$ cat src/hw/rtl/rrss_pkg.sv
`timescale 1ns / 1ps
`default_nettype none
// ----------------------------------------------------------------------------
// rrss_pkg
// Types and codes of the round-robin slice scheduler.
// ----------------------------------------------------------------------------
package rrss_pkg;

   localparam int unsigned ARRIVAL_W  = 16;
   localparam int unsigned BURST_W    = 16;
   localparam int unsigned QUANTUM_W  = 16;
   localparam int unsigned OUT_TIME_W = 24;
   localparam int unsigned OUT_ID_W   = 6;
   localparam logic [QUANTUM_W-1:0] QUANTUM_RESET = 16'd25;

   typedef enum logic [1:0] {
      OP_LOAD     = 2'd0,
      OP_DISPATCH = 2'd1,
      OP_CLEAR    = 2'd2,
      OP_UNUSED   = 2'd3
   } opcode_type;

   typedef enum logic [1:0] {
      ST_SLICE  = 2'd0,
      ST_DONE   = 2'd1,
      ST_REJECT = 2'd2
   } status_type;

   typedef enum logic [1:0] {
      CH_HOLD   = 2'd0,
      CH_INSERT = 2'd1,
      CH_POP    = 2'd2,
      CH_CLEAR  = 2'd3
   } chain_op_type;

   typedef enum logic [3:0] {
      S_IDLE,
      S_ADMIT_PRE,
      S_POP,
      S_FETCH,
      S_READ,
      S_EXEC,
      S_ADMIT_POST,
      S_FIN
   } state_type;

   typedef struct packed {
      logic [1:0]           opcode;
      logic [ARRIVAL_W-1:0] arrival;
      logic [BURST_W-1:0]   burst;
   } req_payload_type;

   typedef struct packed {
      logic [1:0]            status;
      logic [OUT_ID_W-1:0]   proc_id;
      logic [OUT_TIME_W-1:0] slice_start;
      logic [OUT_TIME_W-1:0] slice_end;
      logic                  finished;
      logic [OUT_TIME_W-1:0] turnaround;
      logic [OUT_TIME_W-1:0] waiting;
      logic [OUT_TIME_W-1:0] response;
   } rsp_payload_type;

endpackage
`default_nettype wire

$ cat src/hw/rtl/rrss_cell.sv
`timescale 1ns / 1ps
`default_nettype none
// ----------------------------------------------------------------------------
// rrss_cell
// One cell of the arrival chain: holds one (arrival, id) entry, takes part
// in sorted insertion and shifts toward the head on admission.
// ----------------------------------------------------------------------------
module rrss_cell
   import rrss_pkg::*;
#(
   parameter int unsigned ID_W = 6
) (
   input  wire                       clock,
   input  wire                       reset,
   input  chain_op_type              op,
   input  wire  [ARRIVAL_W-1:0]      new_arrival,
   input  wire  [ID_W-1:0]           new_id,
   input  wire                       left_valid,
   input  wire  [ARRIVAL_W-1:0]      left_arrival,
   input  wire  [ID_W-1:0]           left_id,
   input  wire                       right_valid,
   input  wire  [ARRIVAL_W-1:0]      right_arrival,
   input  wire  [ID_W-1:0]           right_id,
   output logic                      valid,
   output logic [ARRIVAL_W-1:0]      arrival,
   output logic [ID_W-1:0]           id
);

   logic                 valid_ff, valid_in;
   logic [ARRIVAL_W-1:0] arrival_ff, arrival_in;
   logic [ID_W-1:0]      id_ff, id_in;

   always_comb begin
      valid_in   = valid_ff;
      arrival_in = arrival_ff;
      id_in      = id_ff;
      unique case (op)
         CH_HOLD: begin
         end
         CH_INSERT: begin
            if (valid_ff && (arrival_ff <= new_arrival)) begin
            end else if (left_valid && (left_arrival > new_arrival)) begin
               valid_in   = 1'b1;
               arrival_in = left_arrival;
               id_in      = left_id;
            end else if (left_valid) begin
               valid_in   = 1'b1;
               arrival_in = new_arrival;
               id_in      = new_id;
            end
         end
         CH_POP: begin
            valid_in   = right_valid;
            arrival_in = right_arrival;
            id_in      = right_id;
         end
         CH_CLEAR: begin
            valid_in = 1'b0;
         end
         default: begin
         end
      endcase
   end

   always_ff @(posedge clock) begin
      if (reset) begin
         valid_ff <= 1'b0;
      end else begin
         valid_ff <= valid_in;
      end
      arrival_ff <= arrival_in;
      id_ff      <= id_in;
   end

   assign valid   = valid_ff;
   assign arrival = arrival_ff;
   assign id      = id_ff;

endmodule
`default_nettype wire

$ cat src/hw/rtl/rrss_chain.sv
`timescale 1ns / 1ps
`default_nettype none
// ----------------------------------------------------------------------------
// rrss_chain
// Row of cells kept in (arrival, load index) order; the head is the next
// process to admit.
// ----------------------------------------------------------------------------
module rrss_chain
   import rrss_pkg::*;
#(
   parameter int unsigned DEPTH = 64,
   parameter int unsigned ID_W  = 6
) (
   input  wire                       clock,
   input  wire                       reset,
   input  chain_op_type              op,
   input  wire  [ARRIVAL_W-1:0]      new_arrival,
   input  wire  [ID_W-1:0]           new_id,
   output logic                      head_valid,
   output logic [ARRIVAL_W-1:0]      head_arrival,
   output logic [ID_W-1:0]           head_id
);

   logic [DEPTH-1:0]                 cell_valid;
   logic [DEPTH-1:0][ARRIVAL_W-1:0]  cell_arrival;
   logic [DEPTH-1:0][ID_W-1:0]       cell_id;

   for (genvar i = 0; i < DEPTH; i++) begin : g_cell
      logic                 lv, rv;
      logic [ARRIVAL_W-1:0] la, ra;
      logic [ID_W-1:0]      li, ri;

      if (i == 0) begin : g_first
         assign lv = 1'b1;
         assign la = '0;
         assign li = '0;
      end else begin : g_mid
         assign lv = cell_valid[i-1];
         assign la = cell_arrival[i-1];
         assign li = cell_id[i-1];
      end

      if (i == DEPTH - 1) begin : g_last
         assign rv = 1'b0;
         assign ra = '0;
         assign ri = '0;
      end else begin : g_inner
         assign rv = cell_valid[i+1];
         assign ra = cell_arrival[i+1];
         assign ri = cell_id[i+1];
      end

      rrss_cell #(
         .ID_W (ID_W)
      ) u_cell (
         .clock         (clock),
         .reset         (reset),
         .op            (op),
         .new_arrival   (new_arrival),
         .new_id        (new_id),
         .left_valid    (lv),
         .left_arrival  (la),
         .left_id       (li),
         .right_valid   (rv),
         .right_arrival (ra),
         .right_id      (ri),
         .valid         (cell_valid[i]),
         .arrival       (cell_arrival[i]),
         .id            (cell_id[i])
      );
   end

   assign head_valid   = cell_valid[0];
   assign head_arrival = cell_arrival[0];
   assign head_id      = cell_id[0];

endmodule
`default_nettype wire

$ cat config.mk
export PLATFORM = sky130hd
export DESIGN_NAME = rrss_chain
export DESIGN_NICKNAME = d
export VERILOG_FILES = /design/src/hw/rtl/rrss_pkg.sv /design/src/hw/rtl/rrss_cell.sv /design/src/hw/rtl/rrss_chain.sv
export SDC_FILE = /design/constraint.sdc
export NUM_CORES = 2
export LEC_CHECK = 0
export ABC_AREA = 1
export BUFFER_PORTS_ARGS = -buffer_cell sky130_fd_sc_hd__buf_2
export CAP_MARGIN = 20
export CORE_ASPECT_RATIO = 1.1
export CORE_MARGIN = 2
export CORE_UTILIZATION = 32
export CTS_CLUSTER_DIAMETER = 100
export CTS_CLUSTER_SIZE = 20
export DETAILED_ROUTE_END_ITERATION = 6
export GPL_TIMING_DRIVEN = 0
export PLACE_DENSITY = 0.44
export SLEW_MARGIN = 30
export SYNTH_ARGS = -nofsm -noshare
export SYNTH_HDL_FRONTEND = slang
export SYNTH_SLANG_ARGS = --single-unit
$ cat constraint.sdc
create_clock -name clock -period 11.2 [get_ports clock]
set_input_delay 3.36 -clock clock [delete_from_list [all_inputs] [get_ports clock]]
set_output_delay 3.36 -clock clock [all_outputs]
set_load 0.1 [all_outputs]
==> impl_metrics.xml <==
<?xml version="1.0" encoding="UTF-8"?>
<metrics>
  <group name="setup_path">
    <metric name="end_kind" unit="">flop</metric>
    <metric name="buffering_stage_count_on_the_worst_path_with_inverters_included" unit="">5</metric>
    <metric name="crit_path_top_delay_cell" unit="">sky130_fd_sc_hd__nor2_4</metric>
    <metric name="crit_top_cell" unit="">sky130_fd_sc_hd__nand2_1</metric>
    <metric name="critPathTopFamily" unit="">simple AND/OR/NAND/NOR gates</metric>
    <metric name="cp_cell_sequence" unit="">buf_2, inv_1, clkbuf_4, buf_12, buf_12, ha_1, nand2_1, nor3_2, nand2_1, nand2_1, nand2_1, nand3_1, nand2_1, nor2_4</metric>
    <metric name="cp.arrival" unit="ns">6.56</metric>
    <metric name="crit_type" unit="">in2reg</metric>
    <metric name="critical_path.startpoint_type" unit="">input pin</metric>
    <metric name="critPathMaxFanout" unit="">27</metric>
    <metric name="cpPeakStageDelay" unit="ns">0.56</metric>
    <metric name="critical_path_required" unit="ns">11.61</metric>
  </group>
  <group name="logic_synthesis">
    <metric name="netlist.area_leader.share" unit="%">41.9</metric>
    <metric name="synthesis.instances" unit="">12225</metric>
    <metric name="synth_area" unit="µm²">101000</metric>
    <metric name="synth_nets" unit="">13279</metric>
    <metric name="synth_seq_cells" unit="">1472</metric>
    <metric name="ys_seq_area_share" unit="%">43.2</metric>
    <metric name="synth_top_area_cell" unit="">sky130_fd_sc_hd__edfxtp_1</metric>
    <metric name="post_synth.cell_area_avg" unit="µm²">8.25</metric>
    <metric name="synth-warning-count" unit="">0</metric>
    <metric name="yosysUniqueCellTypes" unit="">31</metric>
    <metric name="post_synth_main_area_contributors" unit="">sky130_fd_sc_hd__edfxtp_1, sky130_fd_sc_hd__nand2_1, sky130_fd_sc_hd__ha_1, sky130_fd_sc_hd__o21ai_1, sky130_fd_sc_hd__o21ai_0</metric>
  </group>
  <group name="detailed_routing">
    <metric name="met2_length" unit="µm">200000</metric>
    <metric name="drtAntennaViolNets" unit="">0</metric>
    <metric name="detail_route.wirelength" unit="µm">417000</metric>
    <metric name="dr_total_vias" unit="">89680</metric>
    <metric name="drt_first_pass_iters" unit="">6</metric>
    <metric name="route.detailed.vias_per_inst" unit="">5.38</metric>
    <metric name="route.detailed.wl_per_inst" unit="µm">25.0</metric>
    <metric name="route.top_layer_used" unit="">met5</metric>
    <metric name="starting_drc_count_in_detailed_routing" unit="">7970</metric>
    <metric name="detail_route.drc_violations" unit="">0</metric>
    <metric name="detailroute.wirelength.met3" unit="µm">24400</metric>
    <metric name="wirelength_met1" unit="µm">180000</metric>
  </group>
  <group name="clock_tree">
    <metric name="number_of_hold_repair_buffers_added_at_the_cts_stage" unit="">0</metric>
    <metric name="cts_setup_buffers" unit="">0</metric>
    <metric name="clkTransAtPathRegs" unit="ns">0.10</metric>
    <metric name="post_cts_resized" unit="">0</metric>
    <metric name="cts.path.max_buffers" unit="">3</metric>
    <metric name="cts_inserted_buffers" unit="">97</metric>
    <metric name="tritoncts_clock_tree" unit="">yes</metric>
    <metric name="clock-root-buffer" unit="">sky130_fd_sc_hd__clkbuf_16</metric>
    <metric name="clock_sinks" unit="">1472</metric>
    <metric name="clock_insertion_delay_worst_skew" unit="ns">0.82</metric>
    <metric name="clock_tree.htree_level_count" unit="">3</metric>
  </group>
  <group name="global_route">
    <metric name="grt_pass1_wl" unit="µm">600000</metric>
    <metric name="grt_max_degree" unit="">38</metric>
    <metric name="antenna_found_initial" unit="">26</metric>
    <metric name="via_count_of_the_first_global_routing_pass" unit="">88210</metric>
    <metric name="grt_remaining_overflow" unit="">0</metric>
    <metric name="grtUsageTotal" unit="%">25.3</metric>
  </group>
  <group name="timing">
    <metric name="hold_violations" unit="">0</metric>
    <metric name="hold_ws" unit="ns">0.540</metric>
    <metric name="setup_total_negative_slack" unit="ns">0</metric>
    <metric name="timing.slew.headroom" unit="%">28.4</metric>
    <metric name="timing.final.crit_share" unit="%">54.9</metric>
    <metric name="finalMaxSlewViolations" unit="">0</metric>
    <metric name="fin_worst_skew" unit="ns">0.0462</metric>
    <metric name="final_period_minus_worst_setup_slack" unit="ns">6.15</metric>
    <metric name="worstMarginPinSlew" unit="ns">1.07</metric>
    <metric name="setup_viol" unit="">0</metric>
    <metric name="max_clock_freq" unit="MHz">163</metric>
    <metric name="setup_repair_after_global_routing_missed_its_margin" unit="">no</metric>
  </group>
  <group name="pwr">
    <metric name="worst_ir_drop_vdd" unit="µV">129</metric>
    <metric name="powerDensity" unit="nW/µm²">145</metric>
    <metric name="p_leak" unit="nW">46.5</metric>
  </group>
  <group name="finish">
    <metric name="post_route_cells_drive_above_1_share" unit="%">6.91</metric>
    <metric name="area_delta_synth_final" unit="%">10.9</metric>
    <metric name="nFillCells" unit="">32585</metric>
    <metric name="most_common_library_cell_in_the_layout_ignoring_fill_and_taps" unit="">sky130_fd_sc_hd__nand2_1</metric>
    <metric name="finalNetCount" unit="">13499</metric>
    <metric name="commonest_non_fill_non_tap_cells_in_the_layout" unit="">sky130_fd_sc_hd__nand2_1, sky130_fd_sc_hd__o21ai_1, sky130_fd_sc_hd__edfxtp_1</metric>
  </group>
  <group name="floorplanning">
    <metric name="design.die.area" unit="µm²">320000</metric>
    <metric name="row_count" unit="">216</metric>
    <metric name="die_width" unit="µm">539</metric>
    <metric name="die-height" unit="µm">593</metric>
    <metric name="floorplan.core_area" unit="µm²">314000</metric>
    <metric name="floorplan.io_pins" unit="">49</metric>
    <metric name="initial_core_util" unit="%">32.1</metric>
  </group>
  <group name="min_path">
    <metric name="holdCritPathClass" unit="">reg2reg</metric>
  </group>
  <group name="placed_design">
    <metric name="globalplace.congestion" unit="">0.874</metric>
    <metric name="place_hpwl" unit="µm">333000</metric>
    <metric name="io_buffers" unit="">48</metric>
  </group>
  <group name="flow_run">
    <metric name="maxCapViolations" unit="">0</metric>
  </group>
  <group name="status">
    <metric name="result_of_the_run" unit="">complete, no violations</metric>
  </group>
</metrics>
-- path summary, 6_finish.rpt --
path                                                        startpoint  slack, ns                                 endpoint  cells past startpoint
worst min-delay path             g_cell[63].u_cell.id[5]$_SDFFCE_PP0P_       0.54        g_cell[62].u_cell.id[5]$_DFFE_PP_                      2
worst max-delay path                                   new_arrival[14]       5.05   g_cell[55].u_cell.arrival[9]$_DFFE_PP_                     14
worst max register to register  g_cell[25].u_cell.arrival[7]$_DFFE_PP_       8.18  g_cell[25].u_cell.arrival[10]$_DFFE_PP_                     11
worst min register to register   g_cell[63].u_cell.id[5]$_SDFFCE_PP0P_       0.54        g_cell[62].u_cell.id[5]$_DFFE_PP_                      2
-- metal layers --
metal	up-vias	GRT usage, %
met5	-	0
met4	4	7.92
met3	562	3.44
met2	2689	43.6
met1	43670	32.8
li1	42755	-
-- tightest hold or removal path, delay by kind of cell (launching register included) --
family             cells  cell delay [ns]
AOI/OAI and AO/OA      1             0.06
DFF                    1             0.33
and+or+nand+nor        1             0.05
-- state kept, by name, indices dropped and copies added (netlist names) --
signal,count
g_cell.u_cell.arrival,1024
g_cell.u_cell.id,384
g_cell.u_cell.valid,64
-- per-stage QoR --
step | instance area (µm²) | setup WS, ns | cells | power [mW] | util (%)
floorplan | 101000 | 3.59 | 12225 | 10.4 | -
global placement | 106000 | -1.71 | 16415 | 11.9 | 33.8
detailed placement | 109000 | 4.29 | 16488 | 12.2 | 34.6
CTS | 112000 | 5.13 | 16664 | 16.3 | 35.6
global route | 112000 | 4.95 | 16668 | 17.1 | 35.6
finish | 112000 | 5.05 | 16684 | 16.2 | 35.6
-- kinds of logic (layout without fill, tap and decap cells) --
group / after synthesis / count (layout) / share of synthesized area, %
flip-flops: 1472 / 1472 / 43.2
other: 0 / 20 / 0
buffers and inverters: 1232 / 1529 / 6.18
AO/OA/AOI/OAI: 3334 / 3334 / 16.8
adder cells (fa/ha/maj): 1028 / 1028 / 12.8
AND/OR/NAND/NOR: 5159 / 5159 / 21.1
-- power breakdown --
part           leakage [nW]  switching, mW  internal, mW
combinational          30.8           2.89          1.45
sequential             14.2          0.763          7.02
clock                  1.54           2.27          1.82
-- synthesized netlist by cell type --
cell type                  number
sky130_fd_sc_hd__edfxtp_1    1408
sky130_fd_sc_hd__nor3_1         2
sky130_fd_sc_hd__o21a_1         3
sky130_fd_sc_hd__dfxtp_1       64
sky130_fd_sc_hd__buf_4         71
sky130_fd_sc_hd__o211ai_1      22
sky130_fd_sc_hd__nand3_2        9
sky130_fd_sc_hd__o21ai_0      585
sky130_fd_sc_hd__inv_1        468
sky130_fd_sc_hd__clkbuf_1     393
sky130_fd_sc_hd__inv_2         10
sky130_fd_sc_hd__ha_1        1028
sky130_fd_sc_hd__nand2_4        1
sky130_fd_sc_hd__o21ai_1     2189
sky130_fd_sc_hd__clkbuf_2       4
sky130_fd_sc_hd__nand3_4       60
sky130_fd_sc_hd__buf_6        170
sky130_fd_sc_hd__nand4_1       68
sky130_fd_sc_hd__nand2_2       25
sky130_fd_sc_hd__nor2_2         2
sky130_fd_sc_hd__a21oi_1      470
sky130_fd_sc_hd__nor2_1       473
sky130_fd_sc_hd__clkbuf_4       4
sky130_fd_sc_hd__nand2_1     4154
sky130_fd_sc_hd__a21o_1        62
sky130_fd_sc_hd__nor3_2        57
sky130_fd_sc_hd__buf_2         37
sky130_fd_sc_hd__nand3_1      307
sky130_fd_sc_hd__o21bai_1       3
sky130_fd_sc_hd__buf_1         75
sky130_fd_sc_hd__or2_4          1
-- final cells by class --
class                   instances  area [µm²]  share of cell area, %
diodes                         20        50.0                 0.0448
plain buffers                 754        4600                   4.11
clock buffers                 122        2560                   2.29
clock inverters                54         598                  0.535
inverters                     478        1790                   1.60
multi-input cells            9521       51500                   46.1
flip-flops and latches       1472       43600                   39.0
well taps                    4142        5180                   4.64
repair buffers                121        1970                   1.76
No activity file was read; power rests on OpenSTA's default activity.
